**config.mk**
```make
export PLATFORM = sky130hd
export DESIGN_NAME = arp_cache_with_request_retry_unit
export DESIGN_NICKNAME = d
export VERILOG_FILES = /design/src/rtl/core/arpc_pkg.sv /design/src/rtl/core/arpc_datapath.sv /design/src/rtl/core/arpc_ctrl.sv /design/src/rtl/core/arp_cache_with_request_retry_unit.sv
export VERILOG_INCLUDE_DIRS = /design/src /design/src/rtl/core
export SDC_FILE = /design/constraint.sdc
export NUM_CORES = 2
export LEC_CHECK = 0
export BUFFER_PORTS_ARGS = -buffer_cell sky130_fd_sc_hd__buf_2
export CORE_MARGIN = 5
export CORE_UTILIZATION = 25
export DETAILED_ROUTE_END_ITERATION = 12
export PLACE_DENSITY_LB_ADDON = 0.08
export SETUP_SLACK_MARGIN = 0.5
export SYNTH_ARGS = -nofsm -noshare
export SYNTH_HDL_FRONTEND = slang
export SYNTH_HIERARCHICAL = 1
export SYNTH_SLANG_ARGS = --single-unit
```
**constraint.sdc**
```tcl
create_clock -name clk_i -period 25.6 [get_ports clk_i]
set_input_delay 5.12 -clock clk_i [delete_from_list [all_inputs] [get_ports clk_i]]
set_output_delay 5.12 -clock clk_i [all_outputs]
set_load 0.05 [all_outputs]
```
**src/rtl/core/arp_cache_with_request_retry_unit_macros.svh**
```systemverilog
// ----------------------------------------------------------------------------
// arp_cache_with_request_retry_unit_macros
// Assertion macros used by the block's top module.
// ----------------------------------------------------------------------------
`ifndef ARP_CACHE_WITH_REQUEST_RETRY_UNIT_MACROS_SVH
`define ARP_CACHE_WITH_REQUEST_RETRY_UNIT_MACROS_SVH

// Implication checked on every clock edge outside reset.
`define ARPC_ASSERT_IMP(label, clk, rst_n, ante, cons, msg) \
  label: assert property (@(posedge clk) disable iff (!rst_n) (ante) |-> (cons)) \
    else $error(msg);

// Next-cycle implication checked outside reset.
`define ARPC_ASSERT_NXT(label, clk, rst_n, ante, cons, msg) \
  label: assert property (@(posedge clk) disable iff (!rst_n) (ante) |=> (cons)) \
    else $error(msg);

`endif

```
**src/rtl/core/arpc_pkg.sv**
```systemverilog
// ----------------------------------------------------------------------------
// arpc_pkg
// Types, codes and defaults shared by the ARP cache modules.
// ----------------------------------------------------------------------------
package arpc_pkg;

  localparam int unsigned CacheEntriesDef = 16;
  localparam int unsigned RequestSlotsDef = 8;

  localparam logic [15:0] EntryTimeoutRst = 16'd15;
  localparam logic [7:0]  RetryLimitRst   = 8'd5;
  localparam logic [15:0] RetryInterval   = 16'd1;

  localparam logic [1:0] ActTick   = 2'd0;
  localparam logic [1:0] ActLookup = 2'd1;
  localparam logic [1:0] ActInsert = 2'd2;
  localparam logic [1:0] ActQueue  = 2'd3;

  localparam logic [3:0] EvHit      = 4'd0;
  localparam logic [3:0] EvMiss     = 4'd1;
  localparam logic [3:0] EvInserted = 4'd2;
  localparam logic [3:0] EvDropped  = 4'd3;
  localparam logic [3:0] EvQNew     = 4'd4;
  localparam logic [3:0] EvQExist   = 4'd5;
  localparam logic [3:0] EvQFull    = 4'd6;
  localparam logic [3:0] EvSend     = 4'd7;
  localparam logic [3:0] EvUnreach  = 4'd8;
  localparam logic [3:0] EvSweep    = 4'd9;

  localparam logic [0:0] RegEntryTimeout = 1'b0;
  localparam logic [0:0] RegRetryLimit   = 1'b1;

  typedef struct packed {
    logic [1:0]  action;
    logic [31:0] ip_addr;
    logic [47:0] mac_addr;
  } in_word_t;

  typedef struct packed {
    logic [3:0]  event_res;
    logic [31:0] ip_out;
    logic [47:0] mac_out;
    logic        was_pending;
    logic        last;
  } out_word_t;

  // Controller to datapath.
  typedef struct packed {
    logic load;       // capture input word
    logic tick_inc;   // advance seconds
    logic cache_step; // process cache entry at index
    logic req_step;   // process request slot at index
    logic commit;     // apply insert/queue result
    logic clr_idx;
  } arpc_cmd_t;

  // Datapath to controller.
  typedef struct packed {
    logic cache_done;
    logic req_done;
    logic req_emit;   // current slot produces a word
  } arpc_sts_t;

endpackage

```
**src/rtl/core/arpc_datapath.sv**
```systemverilog
// ----------------------------------------------------------------------------
// arpc_datapath
// Tables, scan index and results; one entry or slot per cycle unless stalled.
// ----------------------------------------------------------------------------
module arpc_datapath import arpc_pkg::*; #(
  parameter int unsigned CacheEntries = CacheEntriesDef,
  parameter int unsigned RequestSlots = RequestSlotsDef
) (
  input  logic       clk_i,
  input  logic       rst_ni,
  input  arpc_cmd_t  cmd_i,
  input  in_word_t   in_i,
  input  logic [15:0] entry_timeout_i,
  input  logic [7:0]  retry_limit_i,
  output arpc_sts_t  sts_o,
  output out_word_t  res_o
);

  localparam int unsigned CW = (CacheEntries > 1) ? $clog2(CacheEntries) : 1;
  localparam int unsigned RW = (RequestSlots > 1) ? $clog2(RequestSlots) : 1;
  localparam int unsigned IW = (CW > RW) ? CW + 1 : RW + 1;

  logic [CacheEntries-1:0] ent_valid_q;
  logic [31:0] ent_ip_q    [CacheEntries];
  logic [47:0] ent_mac_q   [CacheEntries];
  logic [15:0] ent_added_q [CacheEntries];
  logic [RequestSlots-1:0] req_valid_q;
  logic [31:0] req_ip_q    [RequestSlots];
  logic        req_never_q [RequestSlots];
  logic [15:0] req_last_q  [RequestSlots];
  logic [7:0]  req_cnt_q   [RequestSlots];

  logic [15:0] now_q;
  logic [IW-1:0] idx_q;
  in_word_t    cur_q;
  logic        hit_q, pend_q, cfree_q, rfree_q, rexist_q;
  logic [47:0] hmac_q;
  logic [CW-1:0] cslot_q;
  logic [RW-1:0] rslot_q;

  logic [CW-1:0] ci;
  logic [RW-1:0] ri;
  logic cmatch, rmatch, rdue, rgive;
  assign ci = idx_q[CW-1:0];
  assign ri = idx_q[RW-1:0];
  assign cmatch = ent_valid_q[ci] && (ent_ip_q[ci] == cur_q.ip_addr);
  assign rmatch = req_valid_q[ri] && (req_ip_q[ri] == cur_q.ip_addr);
  assign rdue   = req_valid_q[ri] &&
                  (req_never_q[ri] || ((now_q - req_last_q[ri]) > RetryInterval));
  assign rgive  = req_cnt_q[ri] >= retry_limit_i;

  assign sts_o.cache_done = idx_q == IW'(CacheEntries - 1);
  assign sts_o.req_done   = idx_q == IW'(RequestSlots - 1);
  assign sts_o.req_emit   = rdue;

  always_ff @(posedge clk_i or negedge rst_ni) begin
    if (!rst_ni) begin
      ent_valid_q <= '0;
      req_valid_q <= '0;
      now_q <= '0;
      idx_q <= '0;
    end else begin
      if (cmd_i.clr_idx) idx_q <= '0;
      else if (cmd_i.cache_step || cmd_i.req_step) idx_q <= idx_q + IW'(1);
      if (cmd_i.tick_inc) now_q <= now_q + 16'd1;
      if (cmd_i.cache_step && cur_q.action == ActTick &&
          (now_q - ent_added_q[ci]) > entry_timeout_i) ent_valid_q[ci] <= 1'b0;
      if (cmd_i.req_step) begin
        if (cur_q.action == ActTick) begin
          if (rdue && rgive) req_valid_q[ri] <= 1'b0;
        end else if (cur_q.action == ActInsert) begin
          if (rmatch && !pend_q) req_valid_q[ri] <= 1'b0;
        end
      end
      if (cmd_i.commit) begin
        if (cur_q.action == ActInsert && cfree_q) ent_valid_q[cslot_q] <= 1'b1;
        if (cur_q.action == ActQueue && !rexist_q && rfree_q)
          req_valid_q[rslot_q] <= 1'b1;
      end
    end
  end

  always_ff @(posedge clk_i) begin
    if (cmd_i.load) begin
      cur_q <= in_i;
      hit_q <= 1'b0; pend_q <= 1'b0; cfree_q <= 1'b0;
      rfree_q <= 1'b0; rexist_q <= 1'b0;
    end
    if (cmd_i.cache_step) begin
      if (cmatch) begin
        hit_q <= 1'b1;
        hmac_q <= ent_mac_q[ci];
      end
      if (!ent_valid_q[ci] && !cfree_q) begin
        cfree_q <= 1'b1;
        cslot_q <= ci;
      end
    end
    if (cmd_i.req_step) begin
      if (rmatch) begin
        pend_q <= 1'b1;
        rexist_q <= 1'b1;
      end
      if (!req_valid_q[ri] && !rfree_q) begin
        rfree_q <= 1'b1;
        rslot_q <= ri;
      end
      if (cur_q.action == ActTick && rdue && !rgive) begin
        req_never_q[ri] <= 1'b0;
        req_last_q[ri] <= now_q;
        if (req_cnt_q[ri] != 8'hFF) req_cnt_q[ri] <= req_cnt_q[ri] + 8'd1;
      end
    end
    if (cmd_i.commit) begin
      if (cur_q.action == ActInsert && cfree_q) begin
        ent_ip_q[cslot_q] <= cur_q.ip_addr;
        ent_mac_q[cslot_q] <= cur_q.mac_addr;
        ent_added_q[cslot_q] <= now_q;
      end
      if (cur_q.action == ActQueue && !rexist_q && rfree_q) begin
        req_ip_q[rslot_q] <= cur_q.ip_addr;
        req_never_q[rslot_q] <= 1'b1;
        req_last_q[rslot_q] <= '0;
        req_cnt_q[rslot_q] <= '0;
      end
    end
  end

  // Result word: per-slot tick event while scanning, else the final word.
  always_comb begin
    res_o = '0;
    if (cmd_i.req_step && cur_q.action == ActTick) begin
      res_o.event_res = rgive ? EvUnreach : EvSend;
      res_o.ip_out = req_ip_q[ri];
    end else begin
      res_o.last = 1'b1;
      res_o.ip_out = cur_q.ip_addr;
      unique case (cur_q.action)
        ActTick: begin
          res_o.event_res = EvSweep;
          res_o.ip_out = '0;
        end
        ActLookup: begin
          res_o.event_res = hit_q ? EvHit : EvMiss;
          res_o.mac_out = hit_q ? hmac_q : '0;
        end
        ActInsert: begin
          res_o.event_res = cfree_q ? EvInserted : EvDropped;
          res_o.was_pending = pend_q;
        end
        ActQueue: res_o.event_res = rexist_q ? EvQExist : (rfree_q ? EvQNew : EvQFull);
        default: res_o.event_res = EvMiss;
      endcase
    end
  end

endmodule

```
**src/rtl/core/arpc_ctrl.sv**
```systemverilog
// ----------------------------------------------------------------------------
// arpc_ctrl
// Sequencer: accept a word, scan tables, present results through a register.
// ----------------------------------------------------------------------------
module arpc_ctrl import arpc_pkg::*; (
  input  logic      clk_i,
  input  logic      rst_ni,
  input  logic      in_valid_i,
  output logic      in_ready_o,
  input  logic [1:0] action_i,
  input  logic [1:0] cur_action_i,
  output logic      out_valid_o,
  input  logic      out_ready_i,
  input  arpc_sts_t sts_i,
  input  out_word_t res_i,
  output out_word_t out_o,
  output arpc_cmd_t cmd_o
);

  localparam logic [2:0] StIdle  = 3'd0;
  localparam logic [2:0] StCache = 3'd1;
  localparam logic [2:0] StReq   = 3'd2;
  localparam logic [2:0] StFinal = 3'd3;
  localparam logic [2:0] StWait  = 3'd4;

  logic [2:0] state_q, state_d;
  logic       ov_q;
  out_word_t  out_q;
  logic       free;

  assign free = !ov_q || out_ready_i;
  assign in_ready_o = (state_q == StIdle);
  assign out_valid_o = ov_q;
  assign out_o = out_q;

  always_comb begin
    cmd_o = '0;
    state_d = state_q;
    unique case (state_q)
      StIdle: if (in_valid_i) begin
        cmd_o.load = 1'b1;
        cmd_o.clr_idx = 1'b1;
        cmd_o.tick_inc = (action_i == ActTick);
        state_d = (action_i == ActQueue) ? StReq : StCache;
      end
      StCache: begin
        cmd_o.cache_step = 1'b1;
        if (sts_i.cache_done) begin
          cmd_o.clr_idx = 1'b1;
          state_d = (cur_action_i == ActLookup) ? StFinal : StReq;
        end
      end
      StReq: begin
        // hold the slot while a tick result cannot be registered
        if (!(cur_action_i == ActTick && sts_i.req_emit && !free)) begin
          cmd_o.req_step = 1'b1;
          if (sts_i.req_done) begin
            cmd_o.clr_idx = 1'b1;
            state_d = StFinal;
          end
        end
      end
      StFinal: if (free) begin
        cmd_o.commit = 1'b1;
        state_d = StWait;
      end
      StWait: if (!ov_q || out_ready_i) state_d = StIdle;
      default: state_d = StIdle;
    endcase
  end

  logic load_out;
  assign load_out = (cmd_o.req_step && cur_action_i == ActTick && sts_i.req_emit)
                    || cmd_o.commit;

  always_ff @(posedge clk_i or negedge rst_ni) begin
    if (!rst_ni) begin
      state_q <= StIdle;
      ov_q <= 1'b0;
    end else begin
      state_q <= state_d;
      if (load_out) ov_q <= 1'b1;
      else if (out_ready_i) ov_q <= 1'b0;
    end
  end

  always_ff @(posedge clk_i) begin
    if (load_out) out_q <= res_i;
  end

endmodule

```
**src/rtl/core/arp_cache_with_request_retry_unit.sv**
```systemverilog
// ----------------------------------------------------------------------------
// arp_cache_with_request_retry_unit
// ARP cache with pending-request table and retry timer.
// ----------------------------------------------------------------------------
// Usage: one input word per action (tick, lookup, insert, queue) on the
// valid/ready input channel; result words leave on the output channel, the
// final one of each action flagged by last. A tick yields one word per due
// request slot plus a sweep-done word; other actions yield one word.
// Processing: capture the word, scan the cache entries, scan the request
// slots, then commit; a lookup skips the request scan and a queue skips the
// cache scan. One word is processed at a time, and each table is scanned
// sequentially, one entry or slot per step.
// Results go through one output register; while the receiver stalls the
// scan holds at the slot whose word cannot be registered yet.
// Reset clears all valid bits, the seconds counter, and loads the register
// defaults (entry_timeout 15, retry_limit 5). Configuration goes through the
// APB port, written by the user only while the block is idle (not enforced).
// ----------------------------------------------------------------------------
`include "arp_cache_with_request_retry_unit_macros.svh"

module arp_cache_with_request_retry_unit import arpc_pkg::*; #(
  parameter int unsigned CacheEntries = CacheEntriesDef,
  parameter int unsigned RequestSlots = RequestSlotsDef
) (
  input  logic        clk_i,
  input  logic        rst_ni,
  input  logic        in_valid_i,
  output logic        in_ready_o,
  input  in_word_t    in_data_i,
  output logic        out_valid_o,
  input  logic        out_ready_i,
  output out_word_t   out_data_o,
  input  logic        psel,
  input  logic        penable,
  input  logic        pwrite,
  input  logic [2:2]  paddr,
  input  logic [31:0] pwdata,
  output logic [31:0] prdata,
  output logic        pready
);

  logic [15:0] entry_timeout_q;
  logic [7:0]  retry_limit_q;
  arpc_cmd_t   cmd;
  arpc_sts_t   sts;
  out_word_t   res;
  logic [1:0]  cur_action;
  in_word_t    cur_q;

  assign pready = 1'b1;

  always_ff @(posedge clk_i or negedge rst_ni) begin
    if (!rst_ni) begin
      entry_timeout_q <= EntryTimeoutRst;
      retry_limit_q <= RetryLimitRst;
    end else if (psel && penable && pwrite) begin
      unique case (paddr)
        RegEntryTimeout: entry_timeout_q <= pwdata[15:0];
        RegRetryLimit:   retry_limit_q <= pwdata[7:0];
        default: ;
      endcase
    end
  end

  always_comb begin
    unique case (paddr)
      RegEntryTimeout: prdata = {16'd0, entry_timeout_q};
      RegRetryLimit:   prdata = {24'd0, retry_limit_q};
      default:         prdata = '0;
    endcase
  end

  always_ff @(posedge clk_i) begin
    if (cmd.load) cur_q <= in_data_i;
  end
  assign cur_action = cur_q.action;

  arpc_ctrl u_ctrl (
    .clk_i, .rst_ni, .in_valid_i, .in_ready_o,
    .action_i(in_data_i.action), .cur_action_i(cur_action),
    .out_valid_o, .out_ready_i, .sts_i(sts), .res_i(res),
    .out_o(out_data_o), .cmd_o(cmd)
  );

  arpc_datapath #(.CacheEntries(CacheEntries), .RequestSlots(RequestSlots)) u_dp (
    .clk_i, .rst_ni, .cmd_i(cmd), .in_i(in_data_i),
    .entry_timeout_i(entry_timeout_q), .retry_limit_i(retry_limit_q),
    .sts_o(sts), .res_o(res)
  );

  `ARPC_ASSERT_IMP(a_no_accept_busy, clk_i, rst_ni, in_valid_i && in_ready_o, !out_valid_o, "accept while a word is pending")
  `ARPC_ASSERT_NXT(a_load_out, clk_i, rst_ni, cmd.commit, out_valid_o && out_data_o.last, "commit must present final word")
  `ARPC_ASSERT_IMP(a_steps_excl, clk_i, rst_ni, cmd.cache_step, !cmd.req_step && !cmd.commit, "scan steps overlap")

endmodule

```
[Yosys cells after proc, flatten, opt, wreduce, memory -nomap -nowiden]
Memory sizes are Yosys's and may differ from the RTL's. A register that Yosys moved wholly into a read port is not among the register bits.
Index checks and enable logic that the tools add are counted.
Widths: inputs -> output; s select.
Cells by class
  add/sub/neg operators: 5
  magnitude comparators: 11
  equal/unequal tests: 19
  muxes and demuxes: 94
  bitwise operators: 10
  reductions and logical operators: 52
Operators with widths (count)
  $eq 32x32->1: 2
  $mux 16: 4
  $mux 8: 8
  $pmux 32 s2: 1
  $mux 1: 53
  $mux 36: 1
  $mux 32: 1
  $sub 16x16->16: 2
  $mux 3: 9
  $logic_and 1x1->1: 23
  $add 16x1->16 const B: 1
  $and 16x16->16: 1
  $gt 16x1->1 const B: 1
  $gt 16x16->1: 1
  $not 16->16: 1
  $or 16x16->16: 1
  $pmux 4 s4: 1
  $reduce_or 16->1: 1
  $pmux 3 s5: 1
  $lt 4x5->1 const B: 2
  $mux 5: 2
  $reduce_and 2->1: 5
  $logic_not 1->1: 9
  $add 8x1->8 const B: 1
  35 further kinds: 59
Word-level totals
  flip-flop bits (word level): 253
  bits in writable memories: 1992
  input bits: 122
  output and inout bits: 121
  logic and storage cells: 221
  memories kept: 7
Memory list
  u_dp.ent_mac_q: depth 16, width 48, read ports 1, clocked after memory_dff 1, wr ports 1, line arpc_datapath.sv:25  | logic [47:0] ent_mac_q [CacheEntries];
  u_dp.ent_ip_q: depth 16, width 32, read ports 1, clocked after memory_dff 0, wr ports 1, line arpc_datapath.sv:24  | logic [31:0] ent_ip_q [CacheEntries];
  u_dp.ent_added_q: depth 16, width 16, read ports 1, clocked after memory_dff 0, wr ports 1, line arpc_datapath.sv:26  | logic [15:0] ent_added_q [CacheEntries];
  u_dp.req_ip_q: depth 8, width 32, read ports 1, clocked after memory_dff 0, wr ports 1, line arpc_datapath.sv:28  | logic [31:0] req_ip_q [RequestSlots];
  u_dp.req_last_q: depth 8, width 16, read ports 1, clocked after memory_dff 0, wr ports 1, line arpc_datapath.sv:30  | logic [15:0] req_last_q [RequestSlots];
  u_dp.req_cnt_q: depth 8, width 8, read ports 1, clocked after memory_dff 0, wr ports 1, line arpc_datapath.sv:31  | logic [7:0] req_cnt_q [RequestSlots];
  +1 memories

[Depth between registers and ports, before layout]
  depth in word-level cells: 13
  mapped depth: 33
  mapped depth without buffers: 24

[Modules after synthesis]
Netlist, hierarchy kept.
Modules (own cells, without submodules)
  arpc_datapath: times used 1, cells each 4988, area an instance 85614.6 µm², seq. area each 65157.5 µm²
  arpc_ctrl: times used 1, cells each 124, area an instance 2916.5 µm², seq. area each 2682.6 µm²
  arp_cache_with_request_retry_unit: times used 1, cells each 90, area an instance 1315.0 µm², seq. area each 668.1 µm²

[Least setup slack after synthesis]
OpenSTA, ideal clock, no wires.
  path kind: input -> register
  start point: input port out_ready_i
  end point: memory u_dp.ent_added_q[0][0] (enable)
  setup time: 0.671 ns
  data arrival time: 12.484 ns
  required time: 24.929 ns
  slack: 12.445 ns
  stages on the path: 5
  buffers on the path: 0
  path through: nand2b_1 > and3_1 > nand3_1 > or3_1 > nor3_1
RTL lines
  start, declared: line arp_cache_with_request_retry_unit.sv:31  | input logic out_ready_i,
  end, declared: line arpc_datapath.sv:26

[Final worst setup path]
  start point: input port paddr
  end point: output port prdata[1]
On the way
  word-level cells in the longest chain between the ends: 2
Ends and longest elaborated chain
  start, declared: line arp_cache_with_request_retry_unit.sv:36  | input logic [2:2] paddr,
  $not 1->1 (no line)
  $pmux 32 s2 *: line arp_cache_with_request_retry_unit.sv:66  | unique case (paddr)
  end, declared: line arp_cache_with_request_retry_unit.sv:38  | output logic [31:0] prdata,
Every way passes the cells marked *; elsewhere a longest branch is shown, timed or not. The select of a mux whose other input is x is not followed.

==> metrics.md <==
| Metric | Value |
|---|---|
| Most used cell, CP | `buf_2` |
| Port Buf Inserts | `209` |
| Clk_lat worst skew | `890 ps` |
| Final worst-path cycle share | `44.61%` |
| Root buf cell | `clkbuf_16` |
| Core Util, Final | `29.63%` |
| Hold Path Class | `reg2reg` |
| Placed Instance Area | `97,450 µm²` |
| 1st-iter DRT viols | `3,669` |
| CTS buffer count | `283` |
| Final setup viols | `0` |
| RSZ-0062 raised after global routing | `false` |
| CTS Hold Bufs | `0` |
| Final hold vios | `0` |
| Post-route antenna net violation count | `0` |
| Share of cells above drive strength 1 | `19.57%` |
| Async S/R FF share, synth | `3.181%` |
| Leakage | `34.16 nW` |
| # rows | `220` |
| Nets | `5,776` |
| Ys flop type | `edfxtp_1` |
| Avg Cell Area, Syn | `17.27 µm²` |
| Pre-CTS WS | `14,090 ps` |
| I/O Pins | `243` |
| Worst ir drop on vdd | `75.46 µV` |
| Power per Cell Area | `109.3 nW/µm²` |
| Die Span Y | `609.5 µm` |
| CP Class | `in2out` |
| Setup Fix Bufs, Post-CTS | `0` |
| Vias | `49,790` |
| CP startpoint kind | `input pin` |
| Clock transition at path regs | `50 ps` |
| Routability cong. | `0.7324` |
| Worst Clk Skew | `55.74 ps` |
| Total power | `11.61 mW` |
| Largest net degree at the start of global routing | `98` |
| Die area | `371,500 µm²` |
| GR Util All Layers | `16.62%` |
| EDFF count, synth | `2,217` |
| Layout area overhead | `18.27%` |
| Hold Crit Depth | `1` |
| DR WL/cell | `29.90 µm` |
| Critical path arrival | `6300 ps` |
| Area contributors post-synth | `edfxtp_1, mux4_2, mux2i_1` |
| Status | `finished, final reports clean` |
| Most frequent cell after synthesis | `edfxtp_1` |
| CP max stage cell | `mux2_2` |
| 1st-pass router iterations | `5` |
| Final wirelength | `316,500 µm` |
| Syn Std Cell Area | `89,850 µm²` |
| PostCTS Resize Cnt | `0` |
| Longest Clk Path Bufs | `4` |
| Final Max Slew Viols | `0` |
| Initial Utilization | `25.05%` |
| Crit. End Element | `primary output` |
| Core Area | `358,700 µm²` |
| Post-Syn Instances | `5,202` |
| Maxcap violations | `0` |
| Library cells used by synthesis | `90` |
| Critical path depth | `3` |
| Hold Slack | `457.5 ps` |
| Vias in the first global route | `52,140` |
| Initial antenna violation count | `31` |
| First-pass GRT wire length | `437,200 µm` |
| Sink Count | `2,295` |
| Worst Path Buf+Inv | `2` |
| DP Cell Count | `10,080` |
| Post-Layout Cell Count | `10,590` |
| Slew @ Worst Pin | `1135 ps` |
| Final Cell Area | `106,300 µm²` |
| Final worst setup slack | `14,180 ps` |
| Peak Freq | `87.57 MHz` |
| Die width | `609.5 µm` |
| Reg2Reg Depth | `22` |
| CTS H-tree lvls | `5` |
| CTS tree | `yes` |
| WP data required | `20,480 ps` |
| Cell Chain, Critical Path | `buf_2, mux2_2, buf_2` |
| Setup TNS | `0 ps` |
| Share of the synthesized area in the top cell type | `74.10%` |
| YS warnings | `6` |
| Final min period | `11,420 ps` |
| Critical path's top delay family | `buffers and inverters` |
| Worst path max stage delay | `540 ps` |
| Synthesis-stage register bit count | `2,295` |
| Top post-synthesis cells by count | `edfxtp_1, a21oi_1, nor2_1` |
| Slew headroom | `24.04%` |
| Detailed-route DRC error count | `0` |
| Hpwl dp | `169,300 µm` |
| Synth area leader | `edfxtp_1` |
| Seq/Total Area, Yosys | `76.25%` |
| Vias/cell | `4.704` |
| Total grt overflow | `0` |
| CP Max Fanout | `18` |
[per-layer routing]
| metal | share of wire [%] | up-vias | routed length (µm) | GRT usage, % |
|---|---|---|---|---|
| met5 | 0 | - | 0 | 0 |
| met4 | 2.0 | 0 | 6186 | 3.559 |
| met3 | 3.7 | 365 | 11690 | 1.850 |
| met2 | 48 | 997 | 153200 | 28.06 |
| met1 | 46 | 26800 | 145300 | 23.06 |
| li1 | - | 21630 | - | - |
[report_power, final]
part,total [mW],internal [mW],leakage [nW],switching (mW)
Sequential,4.59,4.42,21.0,0.165
Combinational,3.17,1.01,8.86,2.16
Clock,3.85,2.27,4.27,1.59
Total,11.6,7.70,34.2,3.92
[cell families (layout without fill, tap and decap cells)]
logic type | Yosys count | in the layout | share of synthesized area (%)
XOR/XNOR | 102 | 102 | 0.9943
AO/OA/AOI/OAI | 1077 | 1077 | 8.248
AND/OR/NAND/NOR | 781 | 781 | 4.119
buffers and inverters | 359 | 947 | 1.794
adder cells (fa/ha/maj) | 63 | 63 | 0.8941
other | 2 | 24 | 0.008359
multiplexers | 523 | 523 | 7.691
flip-flops | 2295 | 2295 | 76.25
[layout make-up]
type                            count  area (µm²)
Sequential cell                  2295       68520
Inverter                           51       200.2
Tap cell                         4773        5972
Multi-Input combinational cell   2563       20100
Clock inverter                    133        1115
Clock buffer                      366        7679
Fill cell                       35390      252400
Timing Repair Buffer              397        2660
Antenna cell                        7       17.52
[final timing paths]
| kind | from | end | slack, ps |
|---|---|---|---|
| min in group asynchronous | rst_ni | u_ctrl/state_q[0]$_DFFE_PN0P_ | 4130 |
| worst min-delay path | u_dp/hit_q$_DFF_P_ | u_dp/hit_q$_DFF_P_ | 460 |
| max in group asynchronous | rst_ni | u_dp/idx_q[2]$_DFFE_PN0P_ | 20210 |
| worst min register to register | u_dp/hit_q$_DFF_P_ | u_dp/hit_q$_DFF_P_ | 460 |
| worst max register to register | u_dp/idx_q[0]$_DFFE_PN0P_ | u_dp/req_cnt_q[3][1]$_DFFE_PP_ | 16220 |
| worst max-delay path | paddr | prdata[1] | 14180 |
[cell usage in the layout, fill, tap and decap left out, types with 58 or more instances in the layout]
master,instances
clkbuf_16,295
dfrtp_1,63
a22oi_1,136
clkinv_1,58
edfxtp_1,2217
nand2_1,222
o21ai_0,185
mux2_2,149
a221oi_1,151
and2_1,69
xnor2_1,58
buf_4,173
a221o_1,64
mux2i_1,249
nor2_1,239
mux4_2,115
a21oi_1,272
buf_2,208
clkbuf_1,68
ha_1,61
[sequential cells by signal, summed over array words and instances (netlist names), 2 cells and up]
register and cells:
u_dp/idx_q 5, u_dp/ent_mac_q 768, u_dp/cur_q 82, u_dp/req_never_q 8
u_dp/req_cnt_q 64, u_ctrl/out_o 86, u_dp/req_last_q 128, cur_action 2
u_dp/ent_valid_q 16, retry_limit_q 8, u_dp/now_q 16, u_dp/req_ip_q 256
u_dp/ent_ip_q 512, u_dp/ent_added_q 256, u_ctrl/state_q 3, entry_timeout_q 16
u_dp/hmac_q 48, u_dp/rslot_q 3, u_dp/req_valid_q 8, u_dp/cslot_q 4
No activity file was read; power rests on OpenSTA's default activity.
